## src/rtl/core/lcf_pkg.sv

```systemverilog
// Package for the light character flasher: widths, status and register codes,
// sequencer opcodes and the microcode table. No dependencies.
`timescale 1ns / 1ps

package lcf_pkg;

   // field and datapath widths
   localparam int unsigned TIME_W  = 64;   // microsecond time
   localparam int unsigned DUR_W   = 32;   // one configured duration
   localparam int unsigned CNT_W   = 8;    // flash count
   localparam int unsigned STEP_W  = 9;    // step index
   localparam int unsigned PITCH_W = DUR_W + 1;           // on + gap
   localparam int unsigned LEN_W   = CNT_W + PITCH_W;     // cycle length
   localparam int unsigned STAT_W  = 2;
   localparam int unsigned CSR_IDX_W = 3;
   localparam int unsigned PC_W    = 5;
   localparam int unsigned DIV_CNT_W = 6;  // counts the 64 divide steps

   typedef logic [STAT_W-1:0] status_type;
   typedef logic [PC_W-1:0]   pc_type;
   typedef logic [3:0]        op_type;
   typedef logic [3:0]        cond_type;

   // result status codes
   localparam status_type ST_OK           = 2'd0;
   localparam status_type ST_BEFORE_START = 2'd1;
   localparam status_type ST_ZERO_CYCLE   = 2'd2;

   // register indexes
   localparam logic [CSR_IDX_W-1:0] CSR_MODE        = 3'd0;
   localparam logic [CSR_IDX_W-1:0] CSR_FLASH_COUNT = 3'd1;
   localparam logic [CSR_IDX_W-1:0] CSR_PERIOD      = 3'd2;
   localparam logic [CSR_IDX_W-1:0] CSR_FLASH_ON    = 3'd3;
   localparam logic [CSR_IDX_W-1:0] CSR_FLASH_GAP   = 3'd4;
   localparam logic [CSR_IDX_W-1:0] CSR_PHASE       = 3'd5;

   // register reset values
   localparam logic [CNT_W-1:0]  RST_FLASH_COUNT = 8'd1;
   localparam logic [DUR_W-1:0]  RST_PERIOD      = 32'd1000000;
   localparam logic [DUR_W-1:0]  RST_FLASH_ON    = 32'd300000;
   localparam logic [DUR_W-1:0]  RST_FLASH_GAP   = 32'd500000;

   // datapath operations
   localparam op_type OP_NOP        = 4'd0;
   localparam op_type OP_MUL_FC     = 4'd1;   // mul = count * pitch
   localparam op_type OP_USED       = 4'd2;   // used = mul - gap
   localparam op_type OP_TOTAL      = 4'd3;   // cycle length, step count
   localparam op_type OP_DIV_LOAD   = 4'd4;
   localparam op_type OP_DIV_STEP   = 4'd5;
   localparam op_type OP_SRCH_INIT  = 4'd6;
   localparam op_type OP_SRCH_MUL   = 4'd7;
   localparam op_type OP_SRCH_CMP   = 4'd8;
   localparam op_type OP_END_CALC   = 4'd9;
   localparam op_type OP_START_DONE = 4'd10;
   localparam op_type OP_START_ZERO = 4'd11;
   localparam op_type OP_ADVANCE    = 4'd12;
   localparam op_type OP_HOLD       = 4'd13;

   // jump conditions
   localparam cond_type C_NEXT        = 4'd0;
   localparam cond_type C_ALWAYS      = 4'd1;
   localparam cond_type C_NO_INPUT    = 4'd2;
   localparam cond_type C_IS_UPDATE   = 4'd3;
   localparam cond_type C_ZERO_TOTAL  = 4'd4;
   localparam cond_type C_CNT_NZ      = 4'd5;
   localparam cond_type C_LO_EQ_HI    = 4'd6;
   localparam cond_type C_NOT_STARTED = 4'd7;
   localparam cond_type C_NOT_DUE     = 4'd8;

   // program addresses
   localparam pc_type PC_IDLE        = 5'd0;
   localparam pc_type PC_MUL_FC      = 5'd1;
   localparam pc_type PC_USED        = 5'd2;
   localparam pc_type PC_TOTAL       = 5'd3;
   localparam pc_type PC_DISPATCH    = 5'd4;
   localparam pc_type PC_ZERO_CHK    = 5'd5;
   localparam pc_type PC_DIV_LOAD    = 5'd6;
   localparam pc_type PC_DIV_STEP    = 5'd7;
   localparam pc_type PC_SRCH_INIT   = 5'd8;
   localparam pc_type PC_SRCH_MUL    = 5'd9;
   localparam pc_type PC_SRCH_CMP    = 5'd10;
   localparam pc_type PC_END_CALC    = 5'd11;
   localparam pc_type PC_START_DONE  = 5'd12;
   localparam pc_type PC_START_ZERO  = 5'd13;
   localparam pc_type PC_UPDATE      = 5'd14;
   localparam pc_type PC_UPD_ZERO    = 5'd15;
   localparam pc_type PC_UPD_DUE     = 5'd16;
   localparam pc_type PC_ADVANCE     = 5'd17;
   localparam pc_type PC_HOLD_EARLY  = 5'd18;
   localparam pc_type PC_HOLD_ZERO   = 5'd19;
   localparam pc_type PC_HOLD_OK     = 5'd20;

   // one control word
   typedef struct packed {
      op_type     op;
      cond_type   cond;
      pc_type     target;
      logic       emit;     // step loads the result register
      status_type status;
   } ctrl_type;

   function automatic ctrl_type mk(input op_type op, input cond_type cond,
                                   input pc_type target, input logic emit,
                                   input status_type status);
      ctrl_type w;
      w.op     = op;
      w.cond   = cond;
      w.target = target;
      w.emit   = emit;
      w.status = status;
      return w;
   endfunction

   // microcode table
   function automatic ctrl_type ctrl_rom(input pc_type pc);
      ctrl_type w;
      unique case (pc)
         PC_IDLE:       w = mk(OP_NOP,        C_NO_INPUT,    PC_IDLE,       1'b0, ST_OK);
         PC_MUL_FC:     w = mk(OP_MUL_FC,     C_NEXT,        PC_IDLE,       1'b0, ST_OK);
         PC_USED:       w = mk(OP_USED,       C_NEXT,        PC_IDLE,       1'b0, ST_OK);
         PC_TOTAL:      w = mk(OP_TOTAL,      C_NEXT,        PC_IDLE,       1'b0, ST_OK);
         PC_DISPATCH:   w = mk(OP_NOP,        C_IS_UPDATE,   PC_UPDATE,     1'b0, ST_OK);
         PC_ZERO_CHK:   w = mk(OP_NOP,        C_ZERO_TOTAL,  PC_START_ZERO, 1'b0, ST_OK);
         PC_DIV_LOAD:   w = mk(OP_DIV_LOAD,   C_NEXT,        PC_IDLE,       1'b0, ST_OK);
         PC_DIV_STEP:   w = mk(OP_DIV_STEP,   C_CNT_NZ,      PC_DIV_STEP,   1'b0, ST_OK);
         PC_SRCH_INIT:  w = mk(OP_SRCH_INIT,  C_NEXT,        PC_IDLE,       1'b0, ST_OK);
         PC_SRCH_MUL:   w = mk(OP_SRCH_MUL,   C_LO_EQ_HI,    PC_END_CALC,   1'b0, ST_OK);
         PC_SRCH_CMP:   w = mk(OP_SRCH_CMP,   C_ALWAYS,      PC_SRCH_MUL,   1'b0, ST_OK);
         PC_END_CALC:   w = mk(OP_END_CALC,   C_NEXT,        PC_IDLE,       1'b0, ST_OK);
         PC_START_DONE: w = mk(OP_START_DONE, C_ALWAYS,      PC_IDLE,       1'b1, ST_OK);
         PC_START_ZERO: w = mk(OP_START_ZERO, C_ALWAYS,      PC_IDLE,       1'b1,
                               ST_ZERO_CYCLE);
         PC_UPDATE:     w = mk(OP_NOP,        C_NOT_STARTED, PC_HOLD_EARLY, 1'b0, ST_OK);
         PC_UPD_ZERO:   w = mk(OP_NOP,        C_ZERO_TOTAL,  PC_HOLD_ZERO,  1'b0, ST_OK);
         PC_UPD_DUE:    w = mk(OP_NOP,        C_NOT_DUE,     PC_HOLD_OK,    1'b0, ST_OK);
         PC_ADVANCE:    w = mk(OP_ADVANCE,    C_ALWAYS,      PC_IDLE,       1'b1, ST_OK);
         PC_HOLD_EARLY: w = mk(OP_HOLD,       C_ALWAYS,      PC_IDLE,       1'b1,
                               ST_BEFORE_START);
         PC_HOLD_ZERO:  w = mk(OP_HOLD,       C_ALWAYS,      PC_IDLE,       1'b1,
                               ST_ZERO_CYCLE);
         PC_HOLD_OK:    w = mk(OP_HOLD,       C_ALWAYS,      PC_IDLE,       1'b1, ST_OK);
         default:       w = mk(OP_NOP,        C_ALWAYS,      PC_IDLE,       1'b0, ST_OK);
      endcase
      return w;
   endfunction

endpackage

```

## src/rtl/core/light_character_flasher_core.sv

```systemverilog
// Light character flasher: microcoded sequencer with a shared 8x33 multiplier,
// a bit-serial modulo unit and a binary step search. Depends on lcf_pkg.
`timescale 1ns / 1ps
//
//  channel | handshake              | payload
//  --------+------------------------+------------------------------------------
//  req     | req_tvalid/req_tready  | tuser: action; tdata: now_us
//  rsp     | rsp_tvalid/rsp_tready  | tdata: led_on, step_index, changed, status
//  csr     | csr_we                 | csr_index, csr_wdata
//
//  One item at a time. An update checks the step state against now_us; a start
//  runs the one-bit-a-cycle modulo of the phase-corrected time by the cycle
//  length, then a binary step search (up to 9 probes, each one pass through
//  the shared multiplier). Reset is synchronous and clears the step state and
//  the sequencer, restores the configuration defaults and drops a pending result.
//  A result waits in the output register; the next item is accepted meanwhile,
//  and only a step that writes a new result stalls while that register is full.

module light_character_flasher_core (
   input  logic        clock,
   input  logic        reset,
   // request
   input  logic        req_tvalid,
   output logic        req_tready,
   input  logic [63:0] req_tdata,    // [63:0] now_us
   input  logic        req_tuser,    // [0] action
   // response
   output logic        rsp_tvalid,
   input  logic        rsp_tready,
   output logic [15:0] rsp_tdata,    // [0] led_on, [9:1] step_index, [10] changed,
                                     // [12:11] status, [15:13] zero
   // configuration
   input  logic        csr_we,
   input  logic [2:0]  csr_index,
   input  logic [63:0] csr_wdata
);

   localparam int unsigned TW = lcf_pkg::TIME_W;
   localparam int unsigned DW = lcf_pkg::DUR_W;
   localparam int unsigned CW = lcf_pkg::CNT_W;
   localparam int unsigned SW = lcf_pkg::STEP_W;
   localparam int unsigned PW = lcf_pkg::PITCH_W;
   localparam int unsigned LW = lcf_pkg::LEN_W;
   localparam int unsigned KW = lcf_pkg::DIV_CNT_W;

   // configuration registers
   logic          mode_ff,   mode_in;
   logic [CW-1:0] fc_ff,     fc_in;
   logic [DW-1:0] period_ff, period_in;
   logic [DW-1:0] on_ff,     on_in;
   logic [DW-1:0] gap_ff,    gap_in;
   logic [TW-1:0] offset_ff, offset_in;

   // latched request
   logic          action_ff, action_in;
   logic [TW-1:0] now_ff,    now_in;

   // sequencer and datapath
   lcf_pkg::pc_type pc_ff, pc_in;
   logic [LW-1:0] mul_ff,   mul_in;
   logic [LW-1:0] used_ff,  used_in;
   logic [LW-1:0] total_ff, total_in;
   logic [SW-1:0] n_ff,     n_in;
   logic [TW-1:0] div_ff,   div_in;
   logic [LW-1:0] rem_ff,   rem_in;
   logic [KW-1:0] cnt_ff,   cnt_in;
   logic [SW-1:0] lo_ff,    lo_in;
   logic [SW-1:0] hi_ff,    hi_in;
   logic [SW-1:0] mid_ff,   mid_in;
   logic [LW-1:0] diff_ff,  diff_in;

   // step state
   logic          started_ff, started_in;
   logic [SW-1:0] step_ff,    step_in;
   logic [TW-1:0] next_ff,    next_in;
   logic          level_ff,   level_in;

   // result register
   logic                  rsp_valid_ff, rsp_valid_in;
   logic                  rsp_led_ff,   rsp_led_in;
   logic [SW-1:0]         rsp_step_ff,  rsp_step_in;
   logic                  rsp_chg_ff,   rsp_chg_in;
   lcf_pkg::status_type   rsp_stat_ff,  rsp_stat_in;

   lcf_pkg::ctrl_type ctrl;
   logic          exec;
   logic          cond_true;
   logic          accept;
   logic [PW-1:0] pitch;
   logic [SW-1:0] last_idx;
   logic [DW-2:0] half;
   logic [SW:0]   mid_sum;
   logic [SW-1:0] mid;
   logic [CW-1:0] mid_mult;
   logic [CW-1:0] mul_a;
   logic [LW-1:0] prod;
   logic [LW-1:0] step_end;
   logic          used_short;
   logic [LW:0]   trial;
   logic [LW:0]   trial_sub;
   logic [SW:0]   nxt_wide;
   logic [SW-1:0] nxt;
   logic [LW-1:0] remainder_len;
   logic [DW-1:0] nxt_dur;

   // light level of step i
   function automatic logic level_of(input logic [SW-1:0] i, input logic md,
                                     input logic [SW-1:0] last);
      if (!md) return (i == '0);
      if (i >= last) return 1'b0;
      return ~i[0];
   endfunction

   assign ctrl       = lcf_pkg::ctrl_rom(pc_ff);
   assign req_tready = (pc_ff == lcf_pkg::PC_IDLE) && !reset;
   assign accept     = req_tvalid && req_tready;
   // a step that writes the result waits while the old one is not taken
   assign exec       = !(ctrl.emit && rsp_valid_ff && !rsp_tready);

   assign rsp_tvalid = rsp_valid_ff;
   assign rsp_tdata  = {3'd0, rsp_stat_ff, rsp_chg_ff, rsp_step_ff, rsp_led_ff};

   // cycle geometry
   assign pitch      = {1'b0, on_ff} + {1'b0, gap_ff};
   assign last_idx   = {fc_ff, 1'b0} - SW'(1);
   assign half       = period_ff[DW-1:1];
   assign used_short = used_ff < {{(LW-DW){1'b0}}, period_ff};

   // search midpoint and the multiplier operand for its step end
   assign mid_sum  = {1'b0, lo_ff} + {1'b0, hi_ff};
   assign mid      = mid_sum[SW:1];
   assign mid_mult = mid[0] ? (mid[SW-1:1] + CW'(1)) : mid[SW-1:1];
   assign mul_a    = (ctrl.op == lcf_pkg::OP_MUL_FC) ? fc_ff : mid_mult;
   assign prod     = {{(LW-CW){1'b0}}, mul_a} * {{(LW-PW){1'b0}}, pitch};

   // cumulative end of step mid_ff, from the registered product
   always_comb begin
      if (!mode_ff) begin
         step_end = (mid_ff == '0) ? {{(LW-DW+1){1'b0}}, half} : total_ff;
      end else if (mid_ff >= last_idx) begin
         step_end = total_ff;
      end else if (mid_ff[0]) begin
         step_end = mul_ff;
      end else begin
         step_end = mul_ff + {{(LW-DW){1'b0}}, on_ff};
      end
   end

   // one restoring modulo step
   assign trial     = {rem_ff, div_ff[TW-1]};
   assign trial_sub = trial - {1'b0, total_ff};

   // next step on an update, and its duration
   assign nxt_wide      = {1'b0, step_ff} + (SW+1)'(1);
   assign nxt           = (nxt_wide >= {1'b0, n_ff}) ? '0 : nxt_wide[SW-1:0];
   assign remainder_len = {{(LW-DW){1'b0}}, period_ff} - used_ff;
   always_comb begin
      if (!mode_ff)           nxt_dur = {1'b0, half};
      else if (nxt >= last_idx) nxt_dur = remainder_len[DW-1:0];
      else if (nxt[0])        nxt_dur = gap_ff;
      else                    nxt_dur = on_ff;
   end

   // jump condition
   always_comb begin
      unique case (ctrl.cond)
         lcf_pkg::C_NEXT:        cond_true = 1'b0;
         lcf_pkg::C_ALWAYS:      cond_true = 1'b1;
         lcf_pkg::C_NO_INPUT:    cond_true = !accept;
         lcf_pkg::C_IS_UPDATE:   cond_true = action_ff;
         lcf_pkg::C_ZERO_TOTAL:  cond_true = (total_ff == '0);
         lcf_pkg::C_CNT_NZ:      cond_true = (cnt_ff != '0);
         lcf_pkg::C_LO_EQ_HI:    cond_true = (lo_ff == hi_ff);
         lcf_pkg::C_NOT_STARTED: cond_true = !started_ff;
         lcf_pkg::C_NOT_DUE:     cond_true = (now_ff < next_ff);
         default:                cond_true = 1'b0;
      endcase
   end

   // next-state logic
   always_comb begin
      mode_in    = mode_ff;
      fc_in      = fc_ff;
      period_in  = period_ff;
      on_in      = on_ff;
      gap_in     = gap_ff;
      offset_in  = offset_ff;
      action_in  = action_ff;
      now_in     = now_ff;
      pc_in      = pc_ff;
      mul_in     = mul_ff;
      used_in    = used_ff;
      total_in   = total_ff;
      n_in       = n_ff;
      div_in     = div_ff;
      rem_in     = rem_ff;
      cnt_in     = cnt_ff;
      lo_in      = lo_ff;
      hi_in      = hi_ff;
      mid_in     = mid_ff;
      diff_in    = diff_ff;
      started_in = started_ff;
      step_in    = step_ff;
      next_in    = next_ff;
      level_in   = level_ff;
      rsp_valid_in = rsp_valid_ff;
      rsp_led_in   = rsp_led_ff;
      rsp_step_in  = rsp_step_ff;
      rsp_chg_in   = rsp_chg_ff;
      rsp_stat_in  = rsp_stat_ff;

      // configuration writes
      if (csr_we) begin
         case (csr_index)
            lcf_pkg::CSR_MODE:        mode_in   = csr_wdata[0];
            lcf_pkg::CSR_FLASH_COUNT: fc_in     = csr_wdata[CW-1:0];
            lcf_pkg::CSR_PERIOD:      period_in = csr_wdata[DW-1:0];
            lcf_pkg::CSR_FLASH_ON:    on_in     = csr_wdata[DW-1:0];
            lcf_pkg::CSR_FLASH_GAP:   gap_in    = csr_wdata[DW-1:0];
            lcf_pkg::CSR_PHASE:       offset_in = csr_wdata;
            default: ;
         endcase
      end

      // result taken
      if (rsp_tready) rsp_valid_in = 1'b0;

      if (accept) begin
         action_in = req_tuser;
         now_in    = req_tdata;
      end

      if (exec) begin
         pc_in = cond_true ? ctrl.target : pc_ff + lcf_pkg::PC_W'(1);
         if (ctrl.emit) begin
            rsp_valid_in = 1'b1;
            rsp_stat_in  = ctrl.status;
         end

         unique case (ctrl.op)
            lcf_pkg::OP_NOP: ;
            lcf_pkg::OP_MUL_FC: mul_in = prod;
            lcf_pkg::OP_USED: begin
               used_in = (fc_ff == '0) ? '0 : mul_ff - {{(LW-DW){1'b0}}, gap_ff};
            end
            lcf_pkg::OP_TOTAL: begin
               if (!mode_ff) begin
                  total_in = {{(LW-DW){1'b0}}, half, 1'b0};
                  n_in     = SW'(2);
               end else if (fc_ff == '0) begin
                  total_in = '0;
                  n_in     = '0;
               end else begin
                  total_in = used_short ? {{(LW-DW){1'b0}}, period_ff} : used_ff;
                  n_in     = last_idx + {{(SW-1){1'b0}}, used_short};
               end
            end
            lcf_pkg::OP_DIV_LOAD: begin
               div_in = now_ff - offset_ff;
               rem_in = '0;
               cnt_in = '1;
            end
            lcf_pkg::OP_DIV_STEP: begin
               div_in = {div_ff[TW-2:0], 1'b0};
               rem_in = trial_sub[LW] ? trial[LW-1:0] : trial_sub[LW-1:0];
               cnt_in = cnt_ff - KW'(1);
            end
            lcf_pkg::OP_SRCH_INIT: begin
               lo_in = '0;
               hi_in = n_ff - SW'(1);
            end
            lcf_pkg::OP_SRCH_MUL: begin
               mid_in = mid;
               mul_in = prod;
            end
            lcf_pkg::OP_SRCH_CMP: begin
               if (step_end > rem_ff) hi_in = mid_ff;
               else                   lo_in = mid_ff + SW'(1);
            end
            lcf_pkg::OP_END_CALC: diff_in = step_end - rem_ff;
            lcf_pkg::OP_START_DONE: begin
               started_in  = 1'b1;
               step_in     = mid_ff;
               level_in    = level_of(mid_ff, mode_ff, last_idx);
               next_in     = now_ff + {{(TW-LW){1'b0}}, diff_ff};
               rsp_led_in  = level_of(mid_ff, mode_ff, last_idx);
               rsp_step_in = mid_ff;
               rsp_chg_in  = 1'b1;
            end
            lcf_pkg::OP_START_ZERO: begin
               started_in  = 1'b0;
               step_in     = '0;
               level_in    = 1'b0;
               rsp_led_in  = 1'b0;
               rsp_step_in = '0;
               rsp_chg_in  = 1'b0;
            end
            lcf_pkg::OP_ADVANCE: begin
               step_in     = nxt;
               level_in    = level_of(nxt, mode_ff, last_idx);
               next_in     = now_ff + {{(TW-DW){1'b0}}, nxt_dur};
               rsp_led_in  = level_of(nxt, mode_ff, last_idx);
               rsp_step_in = nxt;
               rsp_chg_in  = 1'b1;
            end
            lcf_pkg::OP_HOLD: begin
               rsp_led_in  = level_ff;
               rsp_step_in = step_ff;
               rsp_chg_in  = 1'b0;
            end
            default: ;
         endcase
      end
   end

   // control state and configuration, synchronous reset
   always_ff @(posedge clock) begin
      if (reset) begin
         mode_ff      <= 1'b0;
         fc_ff        <= lcf_pkg::RST_FLASH_COUNT;
         period_ff    <= lcf_pkg::RST_PERIOD;
         on_ff        <= lcf_pkg::RST_FLASH_ON;
         gap_ff       <= lcf_pkg::RST_FLASH_GAP;
         offset_ff    <= '0;
         pc_ff        <= lcf_pkg::PC_IDLE;
         started_ff   <= 1'b0;
         step_ff      <= '0;
         next_ff      <= '0;
         level_ff     <= 1'b0;
         rsp_valid_ff <= 1'b0;
      end else begin
         mode_ff      <= mode_in;
         fc_ff        <= fc_in;
         period_ff    <= period_in;
         on_ff        <= on_in;
         gap_ff       <= gap_in;
         offset_ff    <= offset_in;
         pc_ff        <= pc_in;
         started_ff   <= started_in;
         step_ff      <= step_in;
         next_ff      <= next_in;
         level_ff     <= level_in;
         rsp_valid_ff <= rsp_valid_in;
      end
   end

   // payload and datapath registers
   always_ff @(posedge clock) begin
      action_ff   <= action_in;
      now_ff      <= now_in;
      mul_ff      <= mul_in;
      used_ff     <= used_in;
      total_ff    <= total_in;
      n_ff        <= n_in;
      div_ff      <= div_in;
      rem_ff      <= rem_in;
      cnt_ff      <= cnt_in;
      lo_ff       <= lo_in;
      hi_ff       <= hi_in;
      mid_ff      <= mid_in;
      diff_ff     <= diff_in;
      rsp_led_ff  <= rsp_led_in;
      rsp_step_ff <= rsp_step_in;
      rsp_chg_ff  <= rsp_chg_in;
      rsp_stat_ff <= rsp_stat_in;
   end

endmodule

```

## config.mk

```make
export PLATFORM = sky130hd
export DESIGN_NAME = light_character_flasher_core
export DESIGN_NICKNAME = d
export VERILOG_FILES = /design/src/rtl/core/lcf_pkg.sv /design/src/rtl/core/light_character_flasher_core.sv
export SDC_FILE = /design/constraint.sdc
export NUM_CORES = 2
export LEC_CHECK = 0
export BUFFER_PORTS_ARGS = -buffer_cell sky130_fd_sc_hd__buf_2
export CORE_MARGIN = 1.5
export CORE_UTILIZATION = 50
export CTS_BUF_LIST = sky130_fd_sc_hd__clkbuf_2
export DETAILED_ROUTE_END_ITERATION = 8
export GPL_TIMING_DRIVEN = 0
export HOLD_SLACK_MARGIN = 0.1
export PLACE_DENSITY = 0.74
export RECOVER_POWER = 25
export REMOVE_ABC_BUFFERS = 1
export SLEW_MARGIN = 20
export SYNTH_ARGS = -nofsm -noshare
export SYNTH_HDL_FRONTEND = slang
export SYNTH_SLANG_ARGS = --single-unit
```

## constraint.sdc

```tcl
create_clock -name clock -period 20.3 [get_ports clock]
set_input_delay 0 -clock clock [delete_from_list [all_inputs] [get_ports clock]]
set_output_delay 0 -clock clock [all_outputs]
set_load 0.02 [all_outputs]
```

==> metrics.yaml <==
run_status:
  status: "complete, but fails checks"
  violations: "design-rule violations, max-capacitance violations, max-slew violations"
grt:
  grt-ovfl-total: 0
  antenna_found_initial: 16
  grt_max_degree: 112
  grt_usage_pct: 32.3
  grt_pass1_wl_microns: 287000
  grt_pass1_vias: 52175
worst_setup_path:
  crit_arrival_ns: 11.90
  crit_path_max_incr_delay_ns: 0.95
  end_kind: "register"
  rrSetupSlack_ns: 9.85
  r2r_end: "next_ff[53]"
  cp.required_ns: 21.75
  path_class: "register to register"
  cp-start-kind: "register"
  path_max_fanout: 54
  crit_slowest_cell: "a2111oi_0"
  crit_top_cell: "ha_1"
  reg2regPathDepth: 30
  r2r_start: "step_ff[0]"
sta:
  finalHoldViolations: 0
  tightest_slew_ns: 3.16
  skew_ns: 0.181
  slew_viol_final: 84
  fin_setup_tns_ns: 0
  setup_violations: 0
  min_period_ns: 10.45
  slew_headroom_pct: -110
  max_freq_mhz: 95.7
  period_share_pct: 51.5
  grt_setup_unrepaired: "false"
hold_path:
  min_path_cells: 4
  hold_start: "req_tdata[52]"
  hold_end: "now_ff[52]"
  hold_class: "primary input to register"
floorplanning:
  ios: 155
  fp.dieH_microns: 338
  rows: 122
  die_w_microns: 338
  core_sq_um: 111000
  start_util_pct: 50.5
  dieArea_sq_um: 114000
routing:
  viasPerCell: 5.89
  dr.pass1.iters: 9
  wl_microns: 185000
  wl_per_cell_microns: 20.4
  ant_nets: 0
  drc_errors: 2
  drt_first_iter_violations: 5482
  vias: 53267
synth:
  synthFlopType: "edfxtp_1"
  yosysWarnings: 0
  yosysTopAreaCell: "edfxtp_1"
  synth_cell_type_count: 98
  ys_ff_latch: 655
  yosys.area.top_type_share_pct: 20.8
  synth_edf_count: 389
  synthTopCellsByArea: "edfxtp_1 (21%), ha_1 (12%), dfxtp_1 (9.5%)"
  yosysSeqAreaShare_pct: 30.3
  syn_inst: 6721
  avgSynthCellArea_sq_um: 8.34
  async_reset_ff_share_pct: 0
  synth_area_sq_um: 56000
cells_and_area:
  area_delta_synth_final_pct: 17.4
  nets: 8247
  final_util_pct: 59.3
  drive_above_1_share_pct: 8.36
cts:
  cts_sinks: 655
  ctsRootBufferMaster: "clkbuf_2"
  post-cts-setup-buffers: 0
  clockBufferDepth: 3
  cts_resized: 0
  clock_latency_ns: 1.59
  numCtsBuffers: 178
  cts_tree: "yes"
  htree_levels: 4
  path_clk_slew_ns: 0.14
pwr:
  p_leak_nw: 27.5
  power_density_nw_per_um2: 109
  ir_drop_mv: 0.168
job:
  drv_cap: 3
placed_design:
  dp_hpwl_microns: 130000
  io_buffers: 151
  place.gp.congestion: 0.954
==> layout by cell type, fill, tap and decap left out, types with 39 or more instances in the layout <==
| cell | n |
|---|---|
| and3_1 | 63 |
| a21oi_1 | 664 |
| ha_1 | 523 |
| buf_2 | 140 |
| o21bai_1 | 44 |
| mux2i_1 | 39 |
| nand2b_1 | 104 |
| edfxtp_1 | 389 |
| fa_1 | 195 |
| a211oi_1 | 91 |
| inv_1 | 661 |
| xnor2_1 | 216 |
| nor2_1 | 626 |
| nor2b_1 | 71 |
| xor2_1 | 150 |
| a21o_1 | 205 |
| nand3_1 | 175 |
| clkinv_1 | 39 |
| buf_4 | 42 |
| o21a_1 | 55 |
| dfxtp_1 | 265 |
| clkbuf_2 | 264 |
| nor3_1 | 101 |
| a31oi_1 | 56 |
| dlygate4sd3_1 | 505 |
| o211ai_1 | 85 |
| nand2_1 | 757 |
| nand4_1 | 53 |
| o21ai_0 | 342 |
| and2_1 | 48 |
==> area by class of cell <==
type | instances | area, sq um
Antenna cell | 14 | 35.0
Clock buffer | 264 | 1320
Clock inverter | 68 | 395
Fill cell | 9597 | 45200
Inverter | 664 | 2500
Multi-Input combinational cell | 5137 | 35800
Sequential cell | 655 | 17000
Tap cell | 1488 | 1860
Timing Repair Buffer | 756 | 6910
==> per-stage QoR <==
stage | area [sq um] | total power, W | setup WS [ns] | instances | hold WS, ns
6_report | 65800 | 0.00719 | 9.85 | 9046 | 0.246
3_3_place_gp | 57600 | 0.00581 | 6.63 | 8095 | 0.178
5_1_grt | 65800 | 0.00777 | 9.25 | 9037 | 0.196
4_1_cts | 65900 | 0.00711 | 10.26 | 9032 | 0.102
2_1_floorplan | 55000 | 0.00497 | 11.16 | 6456 | 0.0691
3_5_place_dp | 59100 | 0.00600 | 10.41 | 8194 | 0.178
==> layer usage <==
layer | vias up | track usage, % | wire length [microns]
li1 | 24959 | - | -
met1 | 25100 | 41.2 | 75700
met2 | 2612 | 51.1 | 82500
met3 | 592 | 7.35 | 17200
met4 | 4 | 16.6 | 9530
met5 | - | 0.128 | 20
==> power breakdown <==
group | internal (W) | switching, W | leakage (nW)
Sequential | 0.00175 | 0.000154 | 5.70
Clock | 0.000396 | 0.000647 | 1.29
Combinational | 0.00174 | 0.00250 | 20.5
==> worst max-delay path: cells and delay by family (launching register included) <==
| kind | cells | cell delay (ns) |
|---|---|---|
| flops | 1 | 0.63 |
| buf+inv | 1 | 0.08 |
| compound gates | 19 | 6.58 |
| fa+ha+maj | 4 | 1.19 |
| xor+xnor | 1 | 0.25 |
| simple gates | 5 | 1.61 |
==> registers in the layout (all words and copies together) (netlist names), 16 cells and up <==
| register | cells |
|---|---|
| next_ff | 64 |
| mul_ff | 41 |
| total_ff | 41 |
| on_ff | 32 |
| used_ff | 41 |
| now_ff | 64 |
| offset_ff | 64 |
| ctrl | 16 |
| period_ff | 32 |
| div_ff | 64 |
| diff_ff | 41 |
| gap_ff | 32 |
| rem_ff | 41 |
==> Yosys cell counts, types with 12 or more instances <==
cell / instances
nand3_1: 175
xnor2_1: 216
nor2b_1: 71
o211ai_1: 85
a311oi_1: 14
or2_2: 29
nor3b_1: 21
ha_1: 523
fa_1: 195
o22ai_1: 12
and3_1: 65
inv_1: 662
mux2i_1: 41
a21o_1: 206
edfxtp_1: 389
a21oi_1: 670
nand4_1: 53
nor3_1: 109
o21ai_0: 344
and2_1: 49
a221oi_1: 20
a211oi_1: 93
nor4_1: 29
xor2_1: 150
o31ai_1: 31
or3_1: 37
a211o_1: 13
nor2_1: 632
dfxtp_1: 266
a22o_1: 34
o21a_1: 55
nand2_1: 760
a31oi_1: 56
nand2b_1: 104
clkbuf_1: 245
a31o_2: 15
o21bai_1: 44
==> worst max path at each step <==
stage,cells past startpoint,end,from
floorplan,3,cnt_ff[0],rsp_tvalid
global placement,3,div_ff[38],rsp_tvalid
detailed placement,32,next_ff[63],step_ff[0]
CTS,32,next_ff[63],step_ff[0]
global route,34,next_ff[55],step_ff[0]
finish,30,next_ff[53],step_ff[0]
==> cells by family (layout without fill, tap and decap cells) <==
group                    count (synthesis)  after routing  synth area share [%]
other                                    1             17               0.00669
flip-flops                             655            655                  30.3
AO/OA/AOI/OAI                         1818           1818                  20.3
buffers and inverters                  931           1752                  6.28
XOR/XNOR                               366            366                  5.72
AND/OR/NAND/NOR                       2179           2179                  17.7
multiplexers                            53             53                 0.974
adder cells (fa/ha/maj)                718            718                  18.6
==> what timing repair did <==
| item | CTS | global route |
|---|---|---|
| hold endpoints to repair | 518 | 0 |
| setup endpoints to repair | 0 | 0 |
| hold buffers | 506 | 0 |
Note: power is estimated with default switching activity, not from simulation.
